$ cat src/pbp_pkg.sv
// shared constants and types for the perceptron branch predictor
// used by pbp_front, pbp_back, the top module and the testbench; no dependencies
package pbp_pkg;

   localparam int HIST_LEN_DEF      = 62;
   localparam int TABLE_ENTRIES_DEF = 1024;
   localparam int WEIGHT_BITS_DEF   = 8;

   localparam int ADDR_W      = 48;
   localparam int THRESH_W    = 13;
   localparam int SUM_OUT_W   = 14;
   localparam int CSR_DATA_W  = 32;
   localparam int CSR_ADDR_W  = 3;
   localparam int GROUP_SIZE  = 8;

   localparam logic [THRESH_W-1:0] THRESH_RESET = 13'd133;

   // register index decoded from paddr[2]
   localparam logic REG_TRAIN_THRESHOLD = 1'b0;

   typedef enum logic [2:0] {
      BK_CLEAR,
      BK_IDLE,
      BK_GROUP,
      BK_TOTAL,
      BK_UPDATE
   } back_state_type;

endpackage

$ cat src/pbp_queue.sv
// two-entry queue between the front and the back
// no dependencies
module pbp_queue #(
   parameter int WIDTH = 8
) (
   input  logic             clock,
   input  logic             reset,
   input  logic             push,
   input  logic [WIDTH-1:0] wdata,
   output logic             full,
   input  logic             pop,
   output logic [WIDTH-1:0] rdata,
   output logic             empty
);

   logic [WIDTH-1:0] entry_ff [2];
   logic             head_ff, head_in;
   logic [1:0]       count_ff, count_in;
   logic             do_push, do_pop;
   logic             tail;

   assign full    = (count_ff == 2'd2);
   assign empty   = (count_ff == 2'd0);
   assign do_push = push && !full;
   assign do_pop  = pop && !empty;
   assign tail    = head_ff ^ count_ff[0];
   assign rdata   = entry_ff[head_ff];

   // pointer and count
   always_comb begin
      head_in  = do_pop ? ~head_ff : head_ff;
      count_in = count_ff + 2'(do_push) - 2'(do_pop);
   end

   always_ff @(posedge clock) begin
      if (reset) begin
         head_ff  <= 1'b0;
         count_ff <= 2'd0;
      end else begin
         head_ff  <= head_in;
         count_ff <= count_in;
      end
   end

   // storage
   always_ff @(posedge clock) begin
      if (do_push) begin
         entry_ff[tail] <= wdata;
      end
   end

endmodule

$ cat src/pbp_front.sv
// front end: accepts items and reduces the address to a table row
// depends on pbp_pkg and pbp_queue (the queue it feeds)
module pbp_front
   import pbp_pkg::*;
#(
   parameter int TABLE_ENTRIES = TABLE_ENTRIES_DEF
) (
   input  logic                             clock,
   input  logic                             reset,
   input  logic                             push,
   output logic                             full,
   input  logic [ADDR_W-1:0]                req_branch_address,
   input  logic                             req_taken,
   input  logic                             q_pop,
   output logic [$clog2(TABLE_ENTRIES)-1:0] q_row,
   output logic                             q_taken,
   output logic                             q_empty
);

   localparam int IDX_W = $clog2(TABLE_ENTRIES);

   logic             q_push, q_full;
   logic [IDX_W:0]   q_wdata, q_rdata;

   assign q_row   = q_rdata[IDX_W:1];
   assign q_taken = q_rdata[0];

   pbp_queue #(.WIDTH(IDX_W + 1)) u_queue (
      .clock (clock),
      .reset (reset),
      .push  (q_push),
      .wdata (q_wdata),
      .full  (q_full),
      .pop   (q_pop),
      .rdata (q_rdata),
      .empty (q_empty)
   );

   generate
      if ((1 << IDX_W) == TABLE_ENTRIES) begin : g_mask
         // row is the low address bits
         assign full    = q_full;
         assign q_push  = push;
         assign q_wdata = {req_branch_address[IDX_W-1:0], req_taken};
      end else begin : g_mod
         localparam int RW = IDX_W + 4;
         localparam int NDIG = ADDR_W / 4;

         logic [ADDR_W-1:0] addr_ff, addr_in;
         logic              taken_ff, taken_in;
         logic [IDX_W-1:0]  rem_ff, rem_in;
         logic [3:0]        cnt_ff, cnt_in;
         logic              busy_ff, busy_in;
         logic [RW-1:0]     v;
         logic              done;

         assign done    = busy_ff && (cnt_ff == 4'(NDIG));
         assign full    = busy_ff;
         assign q_push  = done;
         assign q_wdata = {rem_ff, taken_ff};

         // one hex digit a cycle: rem = (rem*16 + digit) mod entries
         always_comb begin
            v = {rem_ff, addr_ff[ADDR_W-1 -: 4]};
            for (int s = 3; s >= 0; s--) begin
               if (v >= RW'(TABLE_ENTRIES << s)) begin
                  v = v - RW'(TABLE_ENTRIES << s);
               end
            end
            addr_in  = addr_ff;
            taken_in = taken_ff;
            rem_in   = rem_ff;
            cnt_in   = cnt_ff;
            busy_in  = busy_ff;
            if (!busy_ff) begin
               if (push) begin
                  addr_in  = req_branch_address;
                  taken_in = req_taken;
                  rem_in   = '0;
                  cnt_in   = 4'd0;
                  busy_in  = 1'b1;
               end
            end else if (!done) begin
               addr_in = {addr_ff[ADDR_W-5:0], 4'd0};
               rem_in  = v[IDX_W-1:0];
               cnt_in  = cnt_ff + 4'd1;
            end else if (!q_full) begin
               busy_in = 1'b0;
            end
         end

         always_ff @(posedge clock) begin
            if (reset) begin
               busy_ff <= 1'b0;
               cnt_ff  <= 4'd0;
            end else begin
               busy_ff <= busy_in;
               cnt_ff  <= cnt_in;
            end
            addr_ff  <= addr_in;
            taken_ff <= taken_in;
            rem_ff   <= rem_in;
         end
      end
   endgenerate

endmodule

$ cat config.mk
export PLATFORM = sky130hd
export DESIGN_NAME = pbp_front
export DESIGN_NICKNAME = d
export VERILOG_FILES = /design/src/pbp_pkg.sv /design/src/pbp_queue.sv /design/src/pbp_front.sv
export SDC_FILE = /design/constraint.sdc
export NUM_CORES = 1
export LEC_CHECK = 0
export BUFFER_PORTS_ARGS = -buffer_cell sky130_fd_sc_hd__buf_4
export CAP_MARGIN = 20
export CORE_MARGIN = 1
export CORE_UTILIZATION = 28
export DETAILED_ROUTE_END_ITERATION = 8
export SLEW_MARGIN = 20
export SYNTH_ARGS = -nofsm -noshare
export SYNTH_HDL_FRONTEND = slang
export SYNTH_HIERARCHICAL = 1
export SYNTH_SLANG_ARGS = --single-unit
$ cat constraint.sdc
create_clock -name clock -period 1.8 [get_ports clock]
set_clock_uncertainty 0.1 [all_clocks]
set_input_delay 0.18 -clock clock [delete_from_list [all_inputs] [get_ports clock]]
set_output_delay 0.18 -clock clock [all_outputs]
set_load 0.02 [all_outputs]
# Word-level counts from Yosys, hierarchy flattened
# Memories as Yosys holds them, arrays and structs flattened. A register that Yosys moved wholly into a read port is not among the register bits.
# Index checks and enable logic that the tools add are counted.
# Widths: inputs -> output; s select.
# totals
register_bits,3
ramBits,22
inputBits,53
output_inout_bits,13
word_cells,17
n_memories,1
# mem_list
name,depth,word_bits,read_ports,rd_ports_with_merged_regs,write_ports,line_no,rtl
u_queue.entry_ff,2,11,1,1,1,pbp_queue.sv:16,logic [WIDTH-1:0] entry_ff [2];
# op_classes
n_addsub,2
eq_ne,1
mux,4
n_bitwise,2
n_reduce_logical,5
# op_table
operator,n
$mux 1,4
$add 2x1->2,1
$eq 2x2->1 const B,1
$logic_and 1x1->1,2
$logic_not 1->1,2
$logic_not 2->1,1
$sub 2x1->2,1
$not 1->1,1
$xor 1x1->1,1

# Longest topological paths before layout
# Gate-level depths: netlist of the first run.
# logic_depth
depth_word,5
ltp_mapped,7

# Worst setup path before layout of the first run
# Ideal clock, no wire load.
# synth_timing
path_type,reg2reg
from,reg u_queue.head_ff
to,mem u_queue/entry_ff[0][0] (netlist bit) (enable)
setup_ps,383
arrival_time_ps,1294
t_required_ps,1317
setup_slack_ps,23
stages_incl_launch_ff,3
n_path_buf,0
synth_period_minus_slack_ps,1777
cell_sequence,dfxtp_1 -> or3_1 -> a21oi_1
# synth_via
elab_chain_len,1
# synth_rtl
element,line_no,rtl
"start, declared",pbp_queue.sv:17,"logic head_ff, head_in;"
"start signal, assigned",pbp_queue.sv:40,head_ff <= head_in;
$xor 1x1->1,pbp_queue.sv:26,assign tail = head_ff ^ count_ff[0];
"end, declared",pbp_queue.sv:16,
# No other way between the ends.

==> results list, run 1 <==
- Pin placement for this block handled 66 I/O pins.
- The worst setup path is launched from a flip-flop.
* Tcrit/Tclk final: 92.5%
* Kind of path behind the tightest hold check: input pin to flip-flop
- The worst hold path was traced through 3 stages.
- The worst hold path begins at q_pop.
- Top cell by count, worst path: buf_4
- The number of global-route vias before repair was 670.
- For this design the static power due to leakage is 0.584 nW.
- The floorplan has 21 rows.
- Entering global routing, the biggest net connects 15 pins.
- DRC violations left: 0
- Critical path fanouts, max: 8
- Outcome: completed
- Clock-pin slew was measured on the worst setup and hold paths at 0.13 ns.
* Total number of H-tree levels: 1
* Port buffer count: 27
* Average routed wire per standard cell: 11.5 um
- Counting distinct cell types in the post-synthesis netlist gives 15.
- Tot GR Track Use: 10.1%
* Final global-route overflow total: 0
- In this run the remaining antenna-violating nets after routing total 0.
- The worst setup path is captured at an output port.
- Net count of the finished layout: 162
- 0 antenna diodes ended up in the layout.
* Final wirelength: 1.75 mm
* Number of hold violations in the final report: 0
* Buffers from clock root to sink, at most: 2
* Number of max-cap violations: 0
- Total of flip-flops plus latches after synthesis: 26
- Synthesized Nets: 114
* Cell Area, Placed: 1320 sq um
* Number of search-and-repair iterations in the first detailed-routing pass: 4
* Share of cells above drive strength 1: 47.2%
- Count of vias placed by the detailed router: 641
* Final instance area: 1480 sq um
- At the pin with the least slew margin, the transition time is 0.256 ns.
- Worst r2r dst: u_queue/count_ff[1]
* Final Slew Violations: 0
- Of the synthesized area, sequential elements account for 72.2%.
- Crit Path Class: flip-flop to output port
- In this run the horizontal extent of the chip is 62.5 um.
- Worst hold margin: 0.196 ns
* Time the worst path needs with I/O delays and setup: 1.67 ns
* Worst IR Drop VDD: 0.692 mV
- Drt initial violations: 10
* First-pass GRT wire length: 2.98 mm
- Slowest CP cell: dfxtp_2
- Final Wtd Congestion: 0.609
- Yosys warns: 6
* Critical path arrival: 1.39 ns
* Number of setup buffers added after CTS: 0
- The root buffer cell chosen for the clock tree is clkbuf_4.
- Summed negative setup slack over all endpoints: 0 ns
- The initial utilization of the core area, before any placement, comes to 30.0%.
- After floorplanning, the core was sized to cover 3420 sq um.
* CTS tree: done
- Initial antenna violation count: 0
- Final setup vio count: 0
* Post-Syn Area: 1030 sq um
* Peak per-stage delay on the critical path: 0.39 ns
* Inserted Clock Buffers: 3
- Source-to-sink clock delay at the later pin of the worst-skew pair: 0.31 ns
- Using the TritonRoute via totals, the vias-per-cell ratio works out to 4.22.
- The path with the worst hold slack has its endpoint at u_queue/head_ff.
- The finished layout holds 152 standard cells, fillers aside.
* Setup repair after global routing missed its margin: false
- The number of cells on the worst reg-to-reg path is 7.
- Pwr dens: 1380 nW/um^2
- The clock drives 26 sinks.
- Post-Place Cells: 136
- Post-DP HPWL: 1.29 mm
- In this run the mean area of a mapped cell was 17.4 sq um.
- For this run, the top clock speed supported by timing is 0.601 GHz.
- STA puts the critical path data required time at 1.52 ns.
- The startpoint identified for the worst register-to-register timing path is u_queue/count_ff[0].
* Die Ht: 62.5 um
* Reg-to-reg slack, setup: 0.16 ns
* Signed area change from the synthesized netlist to the final layout: 43.9%
* Worst path cell trace: buf_4, mux2_2, buf_4
- Cells after synthesis: 59
- Worst slew margin relative to its limit: 82.9%
- Die ar.: 3910 sq um
cell usage in the layout, fill, tap and decap left out:
cell,instances
dfxtp_2,1
xnor3_1,1
dfxtp_1,3
clkbuf_4,3
or3b_1,1
nor2_1,3
edfxtp_1,22
inv_1,2
or3_1,1
a21oi_1,2
nor2b_1,3
o21a_1,1
clkbuf_8,1
mux2_2,13
nand2b_1,2
ha_1,2
buf_4,32
dlygate4sd3_1,12
nand2_1,1
worst max-delay path: cells and delay by family, from the launching register on:
kind | cells | cell delay, ns
buffers and inverters | 2 | 0.34
multiplexers | 1 | 0.35
flip-flops | 1 | 0.39
worst max path at each step:
stage                             endpoint
floorplan           u_queue/entry_ff[0][0]
global placement       u_queue/count_ff[1]
detailed placement     u_queue/count_ff[1]
CTS                               q_row[8]
global route           u_queue/count_ff[1]
finish                            q_row[0]
state kept, by name, indices dropped and copies added (netlist names), named ones only:
| register | flops |
|---|---|
| u_queue/count_ff | 2 |
| u_queue/entry_ff | 22 |
| u_queue/head_ff | 1 |
metrics by stage:
stage / utilization, % / worst slack [ns] / total power, mW
after CTS: 43.2 / 0.0320 / 2.06
after floorplan: - / 0.0233 / 1.41
after global routing: 43.2 / 0.0247 / 2.16
final: 43.2 / 0.135 / 2.03
after detailed placement: 38.6 / 0.174 / 1.76
after global placement: 38.6 / 0.232 / 1.73
power by group:
group          switching, mW  internal (mW)  total (mW)  leakage, nW
Combinational          0.400          0.439       0.839        0.325
Sequential            0.0727          0.836       0.909        0.239
Clock                  0.160          0.123       0.283       0.0210
cell usage after synthesis:
cell       n  area (sq um)
buf_2      1          5.00
a21oi_1    2          10.0
nor2_1     3          11.3
or3_1      1          6.26
nor2b_1    3          18.8
ha_1       2          25.0
edfxtp_1  22           661
nand2b_1   2          12.5
dfxtp_1    4          80.1
o21a_1     1          7.51
inv_1      2          7.51
mux2_2    13           146
xnor3_1    1          22.5
or3b_1     1          8.76
nand2_1    1          3.75
repair_timing:
item	4_1_cts	5_1_grt
setup endpoints to repair	0	6
hold buffers	12	0
hold endpoints to repair	24	0
resized for setup	0	1
final cells by class:
type	count	area (sq um)
multi-input combinational	30	273
sequential	26	742
inverter	2	7.51
timing repair buffer	44	360
fill	353	1940
tap	46	57.6
clock buffer	4	36.3
logic make-up (layout without fill, tap and decap cells):
group	Yosys count	in the layout	share of synthesized area [%]
buffers and inverters	3	50	1.22
DFF	26	26	72.2
AOI/OAI and AO/OA	3	3	1.71
muxes	13	13	14.3
xor gates and xnor gates	1	1	2.19
adders and majority gates	2	2	2.44
and+or+nand+nor	11	11	5.98
per-layer routing:
layer / track usage, % / routed length, um / vias up
li1: - / - / 313
met1: 11.6 / 741 / 309
met2: 17.9 / 923 / 19
met3: 2.55 / 90 / 0
met4: 3.49 / 0 / 0
met5: 0 / 0 / -
No activity file was read; power rests on OpenSTA's default activity.
==> run 2: changes to the inputs <==
ABC_AREA = 1   (was unset)
CORE_MARGIN = 2   (was 1)
==> results list, run 2 <==
- Outcome: completed
- Total number of H-tree levels: 1 (unchanged)
* Worst IR Drop VDD: 1.01 mV (+46%)
- The clock buffer count from CTS was 3 (unchanged).
- The cell area after placement was 1290 sq um (-1.8%).
* Worst slew margin relative to its limit: 82.3% (-0.59 points)
- The fraction of registers with async set/reset was 0% (unchanged).
* Crit Path Class: flip-flop to flip-flop
- The total overflow reported by the global router is 0 (unchanged).
* Tcrit/Tclk final: 92.4% (-0.11 points)
- Port buffer count: 27 (unchanged)
- The cell area after layout came to 1470 sq um (-0.34%).
- TritonCTS built the clock tree.
- Fraction of power spent switching nets: 32.7% (+1.5 points)
- The starting DRC count in detailed routing is 19 (+9).
- Final Slew Violations: 0 (unchanged)
* Beginning of the worst hold path: q_pop
- The number of fill cells in the layout was 337 (-4.5%).
* Final wirelength: 1.74 mm (-0.74%)
- The post-detailed-route via-to-cell ratio is 4.07 (-3.5%).
- CP startpoint kind: flip-flop
- First-pass GRT wire length: 2.78 mm (-6.7%)
* Internal power consumption: 1.49 mW (+6.4%)
- Worst Max-Slew Pin Slew: 0.265 ns (+0.00880 ns)
- The area of the multi-input gates came to 245 sq um (-10%).
- Starting density of the core: 29.9% (-0.18 points)
- The average size of a mapped cell is 15.0 sq um (-14%).
* Commonest cells after routing, fill and taps aside: 30 x buf_4, 22 x edfxtp_1, 12 x dlygate4sd3_1
- Comb power frac: 40.5% (-0.8 points)
- Max Clock Freq: 0.601 GHz (+0.12%)
- The setup-violating endpoint count in the final report was 0 (unchanged).
- The antenna violation net count after detailed routing came to 0 (unchanged).
* Synthesized Nets: 123 (+7.9%)
- Endpoint with the worst hold slack: u_queue/head_ff
- Total of flip-flops plus latches after synthesis: 26 (unchanged)
- CP endpoint kind: flip-flop
* Diode count: 0 (unchanged)
* Reg-to-reg slack, setup: 0.14 ns (-0.02 ns)
- The area enclosed by the die boundary is 4140 sq um (+5.9%).
- Worst r2r dst: u_queue/count_ff[1]
- The largest net degree at the start of global routing was 16 (+1).
* Filler-free cell count of the finished design: 159 (+4.6%)
- The worst reg2reg path depth was 10 (+3).
- The number of flip-flops under the largest register name is 22 (unchanged).
- The setup total negative slack is 0 ns (unchanged).
- Setup repair after global routing missed its margin: false
* # clock sinks: 26 (unchanged)
* Initial antenna violation count: 0 (unchanged)
* Average routed wire per standard cell: 10.9 um (-5.1%)
- The cell row count is 21 (unchanged).
* Most used standard cells in the synthesized netlist: 22 x edfxtp_1, 11 x mux2_2, 8 x inv_1
- The data arrival time at the worst-slack endpoint came to 1.78 ns (+0.39 ns).
- The total via count in the routed design is 647 (+0.94%).
* Post-DP HPWL: 1.18 mm (-8.5%)
* Time the worst path needs with I/O delays and setup: 1.66 ns (-0.00203 ns)
* Switching pwr: 0.721 mW (+14%)
- DRC violations left: 0 (unchanged)
- Net count of the finished layout: 169 (+4.3%)
- Number of hold violations in the final report: 0 (unchanged)
* Most common library cell in the layout ignoring fill and taps: buf_4
* Tot GR Track Use: 8.97% (-1.1 points)
- Chip width: 64.4 um (+2.9%)
- Source-to-sink clock delay at the later pin of the worst-skew pair: 0.31 ns (about the same)
* Number of max-cap violations: 0 (unchanged)
- The floorplan core area was 3420 sq um (unchanged).
- Clock tree synthesis selected as its root buffer the cell clkbuf_4.
* Largest registers in the final layout: u_queue/entry_ff (22), u_queue/count_ff (2), u_queue/head_ff (1)
- The maximum count of clock buffers along a single path came to 2 (unchanged).
- Signed area change from the synthesized netlist to the final layout: 44.3%
* Vias in the first global route: 630 (-6.0%)
- Share of total power in the clock network: 17.6% (+3.7 points)
- The weighted congestion at the end of routability-driven global placement is 0.712 (+17%).
- The sequential cell area came to 741 sq um (-0.17%).
* Worst endpoint required time: 1.92 ns (+0.40 ns)
- Share of the synthesized area in the top cell type: 64.8% (+0.40 points)
- The cell depth of the worst min-delay path was 4 (+1).
- The portion of total power attributed to sequential cells came to 41.8% (-2.9 points).
- Post-Syn Area: 1020 sq um (-0.61%)
- The height of the chip came to 64.4 um (+2.9%).
- Yosys instantiated no cell more often than edfxtp_1.
- The register with the most flip-flops in the final layout is u_queue/entry_ff.
* Clk pin slew, worst setup/hold paths: 0.13 ns (about the same)
- The top fanout value on the critical path was 6 (-2).
- The total power density per cell area is 1500 nW/um^2 (+9.1%).
* Cell types with the largest area share after synthesis: edfxtp_1 65%, mux2_2 12%, dfxtp_1 7.9%
* Post-Place Cells: 143 (+5.1%)
- The count of synthesis-stage warnings from yosys is 6 (unchanged).
- Cells after synthesis: 68 (+15%)
- The number of top-level pins came to 66 (unchanged).
* Cell type with the largest total area after synthesis: edfxtp_1
* Leakage power figure: 0.597 nW (+2.2%)
- The final worst-path setup slack was 0.137 ns (+0.00203 ns).
- Distinct cells, synth: 14 (-1)
* RR Startpoint: u_queue/count_ff[0]
- Commonest register cell after synthesis: edfxtp_1
* Number of search-and-repair iterations in the first detailed-routing pass: 4 (unchanged)
- The number of flops mapped to enable cells by yosys is 22 (unchanged).
- Portion of the post-synthesis area used by sequential elements: 72.6% (+0.44 points)
* Kind of path behind the tightest hold check: input pin to flip-flop
- The worst slack at placement came to 0.113 ns (-0.0609 ns).
- The share of post-route cells with drive strength above 1 came to 42.5% (-4.7 points).
-- run 2: cell types whose count changed after synthesis, moves of 2 or more --
cell / before / now
inv_1: 2 / 8
mux2_2: 13 / 11
nand2_1: 1 / 5
nand2b_1: 2 / 0
nand3_1: 0 / 2
nor2_1: 3 / 7
nor2_2: 0 / 2
nor2b_1: 3 / 1
-- run 2: worst max path at each step --
stage	start	end	slack (ns)	cells after the start
after global placement	u_queue/count_ff[0]	u_queue/count_ff[1]	0.22	8
final	u_queue/count_ff[0]	u_queue/count_ff[1]	0.14	10
after floorplan	u_queue/count_ff[0]	u_queue/entry_ff[1][0]	0.16	2
after global routing	u_queue/count_ff[0]	u_queue/count_ff[1]	0.01	10
after detailed placement	u_queue/count_ff[1]	u_queue/count_ff[1]	0.11	10
after CTS	u_queue/count_ff[1]	u_queue/count_ff[1]	0.09	10
-- run 2: metrics by stage --
| step | hold slack (ns) | power [mW] | util (%) |
|---|---|---|---|
| CTS | 0.0521 | 2.23 | 43.0 |
| global placement | 0.246 | 1.79 | 37.9 |
| global route | 0.0741 | 2.36 | 43.1 |
| floorplan | 0.151 | 1.48 | - |
| detailed placement | 0.247 | 1.82 | 37.9 |
| finish | 0.0671 | 2.21 | 43.1 |
-- run 2: cell type report --
| type | instances | share of cell area, % |
|---|---|---|
| inverter | 8 | 2.04 |
| clock inverter | 1 | 2.04 |
| sequential | 26 | 50.3 |
| timing repair buffer | 42 | 23.5 |
| tap | 46 | 3.91 |
| clock buffer | 3 | 1.53 |
| multi-input combinational | 33 | 16.7 |
-- run 2: critical path: stages (launching register included) --
cell	delay [ns]
dfxtp_1	0.49
nor2_2	0.07
nor2_2	0.14
ha_1	0.25
inv_1	0.06
ha_1	0.15
inv_1	0.04
nand2_1	0.07
nand3_1	0.08
nand2_1	0.08
nor2_1	0.05
-- run 2: cell families after synthesis --
group                    Yosys count  synth area share [%]
flip-flops                        26                  72.6
AND/OR/NAND/NOR                   17                  7.24
multiplexers                      11                  12.1
buffers and inverters              9                  3.68
AO/OA/AOI/OAI                      2                 0.981
adder cells (fa/ha/maj)            2                  2.45
XOR/XNOR                           1                 0.859
-- run 2: power groups by stage --
stage / sequential, mW / combinational (mW) / clock (mW)
3_5_place_dp: 0.938 / 0.881 / 0
6_report: 0.924 / 0.896 / 0.389
3_3_place_gp: 0.930 / 0.865 / 0
2_1_floorplan: 0.928 / 0.548 / 0
5_1_grt: 0.945 / 0.988 / 0.426
4_1_cts: 0.922 / 0.907 / 0.401
-- run 2: layer usage --
metal	part of all wire [%]	global-route usage, %
met1	42	10.3
met2	48	14.8
met3	9.3	4.40
met4	0.46	2.39
met5	0	0
-- run 2: repair_timing --
item | 4_1_cts | 5_1_grt
endpoints found under the hold margin | 23 | 0
hold buffers | 12 | 0
gates resized for setup | 0 | 1
setup endpoints to repair | 0 | 1
buffers inserted | 0 | 0
==> run 3: changes to the inputs <==
BUFFER_PORTS_ARGS = -buffer_cell sky130_fd_sc_hd__buf_2   (was -buffer_cell sky130_fd_sc_hd__buf_4)
==> results list, run 3 (synthesized netlist as in run 2, its figures left out) <==
- The wire length of the first global-routing pass came to 2.74 mm (-1.5%).
- The min-delay analysis places its worst path in the category input pin to flip-flop.
- On the critical path, the stage with the largest delay is an instance of dfxtp_1.
- Die Ht: 64.4 um (unchanged)
* Number of cells traversed by the worst hold path: 4 (unchanged)
- The largest net degree at the start of global routing is 16 (unchanged).
* Inserted Clock Buffers: 3 (unchanged)
- Initial antenna violation count: 0 (unchanged)
- Count of vias placed by the detailed router: 649 (+0.31%)
- The clock-pin slew of the registers on the worst-case setup and hold paths came to 0.13 ns (about the same).
- Top-level port count: 66 (unchanged)
- By startpoint and endpoint, the worst setup path is classified as flip-flop to flip-flop.
- Most common library cell in the layout ignoring fill and taps: buf_2
* Vias in the first global route: 687 (+9.0%)
* Number of search-and-repair iterations in the first detailed-routing pass: 3 (-1)
- CP endpoint kind: flip-flop
* Final wirelength: 1.71 mm (-1.7%)
* Number of max-cap violations: 0 (unchanged)
- The worst vdd rail ir drop is 0.980 mV (-3.0%).
* Largest register by flop count: u_queue/entry_ff
- The count of unresolved DRC violations after routing is 0 (unchanged).
* Worst slew margin relative to its limit: 81.7% (-0.59 points)
- The part of the cycle the worst path needs is 91.6% (-0.82 points).
- Peak per-stage delay on the critical path: 0.49 ns (about the same)
- The number of max-slew violations in the final report came to 0 (unchanged).
* Worst path cell trace: nor2_2, nor2_2, ha_1, inv_1, ha_1, inv_1, nand2_1, nand3_1, nand2_1, nor2_1
- The maximum count of clock buffers along a single path came to 2 (unchanged).
- The starting DRC count in detailed routing was 11 (-8).
- The insertion delay to the later sink of the worst-skew pair came to 0.31 ns (about the same).
* Worst Max-Slew Pin Slew: 0.275 ns (+0.00928 ns)
* Signed area change from the synthesized netlist to the final layout: 37.1%
* Root buf cell: clkbuf_4
* # clock sinks: 26 (unchanged)
- Number of setup buffers added after CTS: 0 (unchanged)
- The all-layer global routing usage is 8.59% (-0.38 points).
- The met2 track utilization from global routing was 16.5% (+1.7 points).
- Diode count: 0 (unchanged)
* Critical Path Stages: 10 (unchanged)
- The worst setup path is launched from a flip-flop.
* CTS tree: done
- The number of hold violations in the final report was 0 (unchanged).
- Buffering stage count on the worst path with inverters included: 2 (unchanged)
* Outcome: completed
- Flip-flop and latch area: 742 sq um (+0.17%)
- The cell row count was 21 (unchanged).
- Area of combinational cells with multiple inputs: 245 sq um (unchanged)
- The post-detailed-route via-to-cell ratio came to 4.11 (+0.94%).
- Max Clock Freq: 0.607 GHz (+0.89%)
* Summed negative setup slack over all endpoints: 0 ns (unchanged)
* Commonest cells after routing, fill and taps aside: 27 x buf_2, 22 x edfxtp_1, 12 x dlygate4sd3_1
* Die ar.: 4140 sq um (unchanged)
- Placeable core region: 3420 sq um (unchanged)
* Pwr dens: 1510 nW/um^2 (+0.71%)
* Critical path fanouts, max: 6 (unchanged)
* Worst endpoint required time: 1.92 ns (about the same)
- The share of post-route cells with drive strength above 1 came to 42.9% (+0.38 points).
- The total of buffers placed on input and output ports came to 27 (unchanged).
- The initial cell density of the core is 29.9% (unchanged).
* Post-DP HPWL: 1.19 mm (+0.14%)
- The number of flip-flops under the largest register name was 22 (unchanged).
- Global routing usage on met3: 4.05% (-0.35 points)
- The static leakage came to 0.570 nW (-4.7%).
* Final global-route overflow total: 0 (unchanged)
* Time the worst path needs with I/O delays and setup: 1.65 ns (-0.0147 ns)
- Chip width: 64.4 um (unchanged)
* Most crowded layer after global routing: met2
- The worst reg2reg path depth is 10 (unchanged).
- The H-tree depth reported by CTS was 1 (unchanged).
- Largest registers in the final layout: u_queue/entry_ff (22), u_queue/count_ff (2), u_queue/head_ff (1)
- Net count of the finished layout: 168 (-0.59%)
- The average wire per cell in the routed design is 10.8 um (-1.1%).
- Final setup vio count: 0 (unchanged)
- Gate family responsible for the most delay along the worst path: flip-flops
* Final Wtd Congestion: 0.737 (+3.5%)
* Fill cells: 331 (-1.8%)
- Global Route met1 Usage: 8.62% (-1.7 points)
- Final Total Pwr: 2.11 mW (-4.3%)
- The data arrival time at the worst-slack endpoint came to 1.77 ns (about the same).
- Setup repair after global routing missed its margin: false
- The antenna violation net count after detailed routing came to 0 (unchanged).
run 3: cell count changes in the layout (fill, tap and decap cells not counted):
cell     change
dfxtp_1      -1
buf_4       -28
buf_2       +27
dfxtp_2      +1
run 3: where the power goes:
part / switching (mW) / internal, mW / leakage [nW]
Clock: 0.160 / 0.225 / 0.0279
Sequential: 0.0898 / 0.864 / 0.239
Combinational: 0.460 / 0.314 / 0.303
Total: 0.709 / 1.40 / 0.570
run 3: stage by stage:
step                util (%)  hold slack [ns]  cell area [sq um]  setup WS [ns]  instances
floorplan                  -            0.151               1020          0.160         68
global placement        35.7            0.253               1220          0.222        142
detailed placement      35.7            0.254               1220          0.135        142
CTS                     40.8           0.0720               1390          0.116        158
global route            40.9           0.0876               1400         0.0296        158
finish                  40.9           0.0865               1400          0.152        158
run 3: routing by layer:
metal / part of all wire [%] / vias up / routed length [um]
li1: - / 326 / -
met1: 40 / 300 / 679
met2: 51 / 23 / 881
met3: 8.8 / 0 / 150
met4: 0 / 0 / 0
met5: 0 / - / 0
run 3: cell type report:
type / instances / area share [%]
clock inverters: 1 / 2.15
well taps: 46 / 4.12
inverters: 8 / 2.15
clock buffers: 3 / 1.61
repair buffers: 41 / 19.3
flip-flops and latches: 26 / 53.1
multi-input cells: 33 / 17.5
run 3: path summary, 6_finish.rpt:
kind | slack [ns] | to | startpoint
max | 0.15 | u_queue/count_ff[1] | u_queue/count_ff[0]
min | 0.09 | flip-flop | q_pop
max reg2reg | 0.15 | u_queue/count_ff[1] | u_queue/count_ff[0]
min reg2reg | 0.48 | flip-flop | u_queue/head_ff
run 3: worst reg2reg max path, stage by stage, from the launching register on:
cell	delay (ns)
dfxtp_1	0.49
nor2_2	0.08
nor2_2	0.13
ha_1	0.25
inv_1	0.06
ha_1	0.14
inv_1	0.04
nand2_1	0.08
nand3_1	0.09
nand2_1	0.07
nor2_1	0.04
run 3: timing repair:
action                                  in CTS  in global routing
hold buffers                                12                  0
gates resized for setup                      1                  1
endpoints found under the hold margin       23                  0
endpoints found under the setup margin      11                  1
cloned                                       0                  0
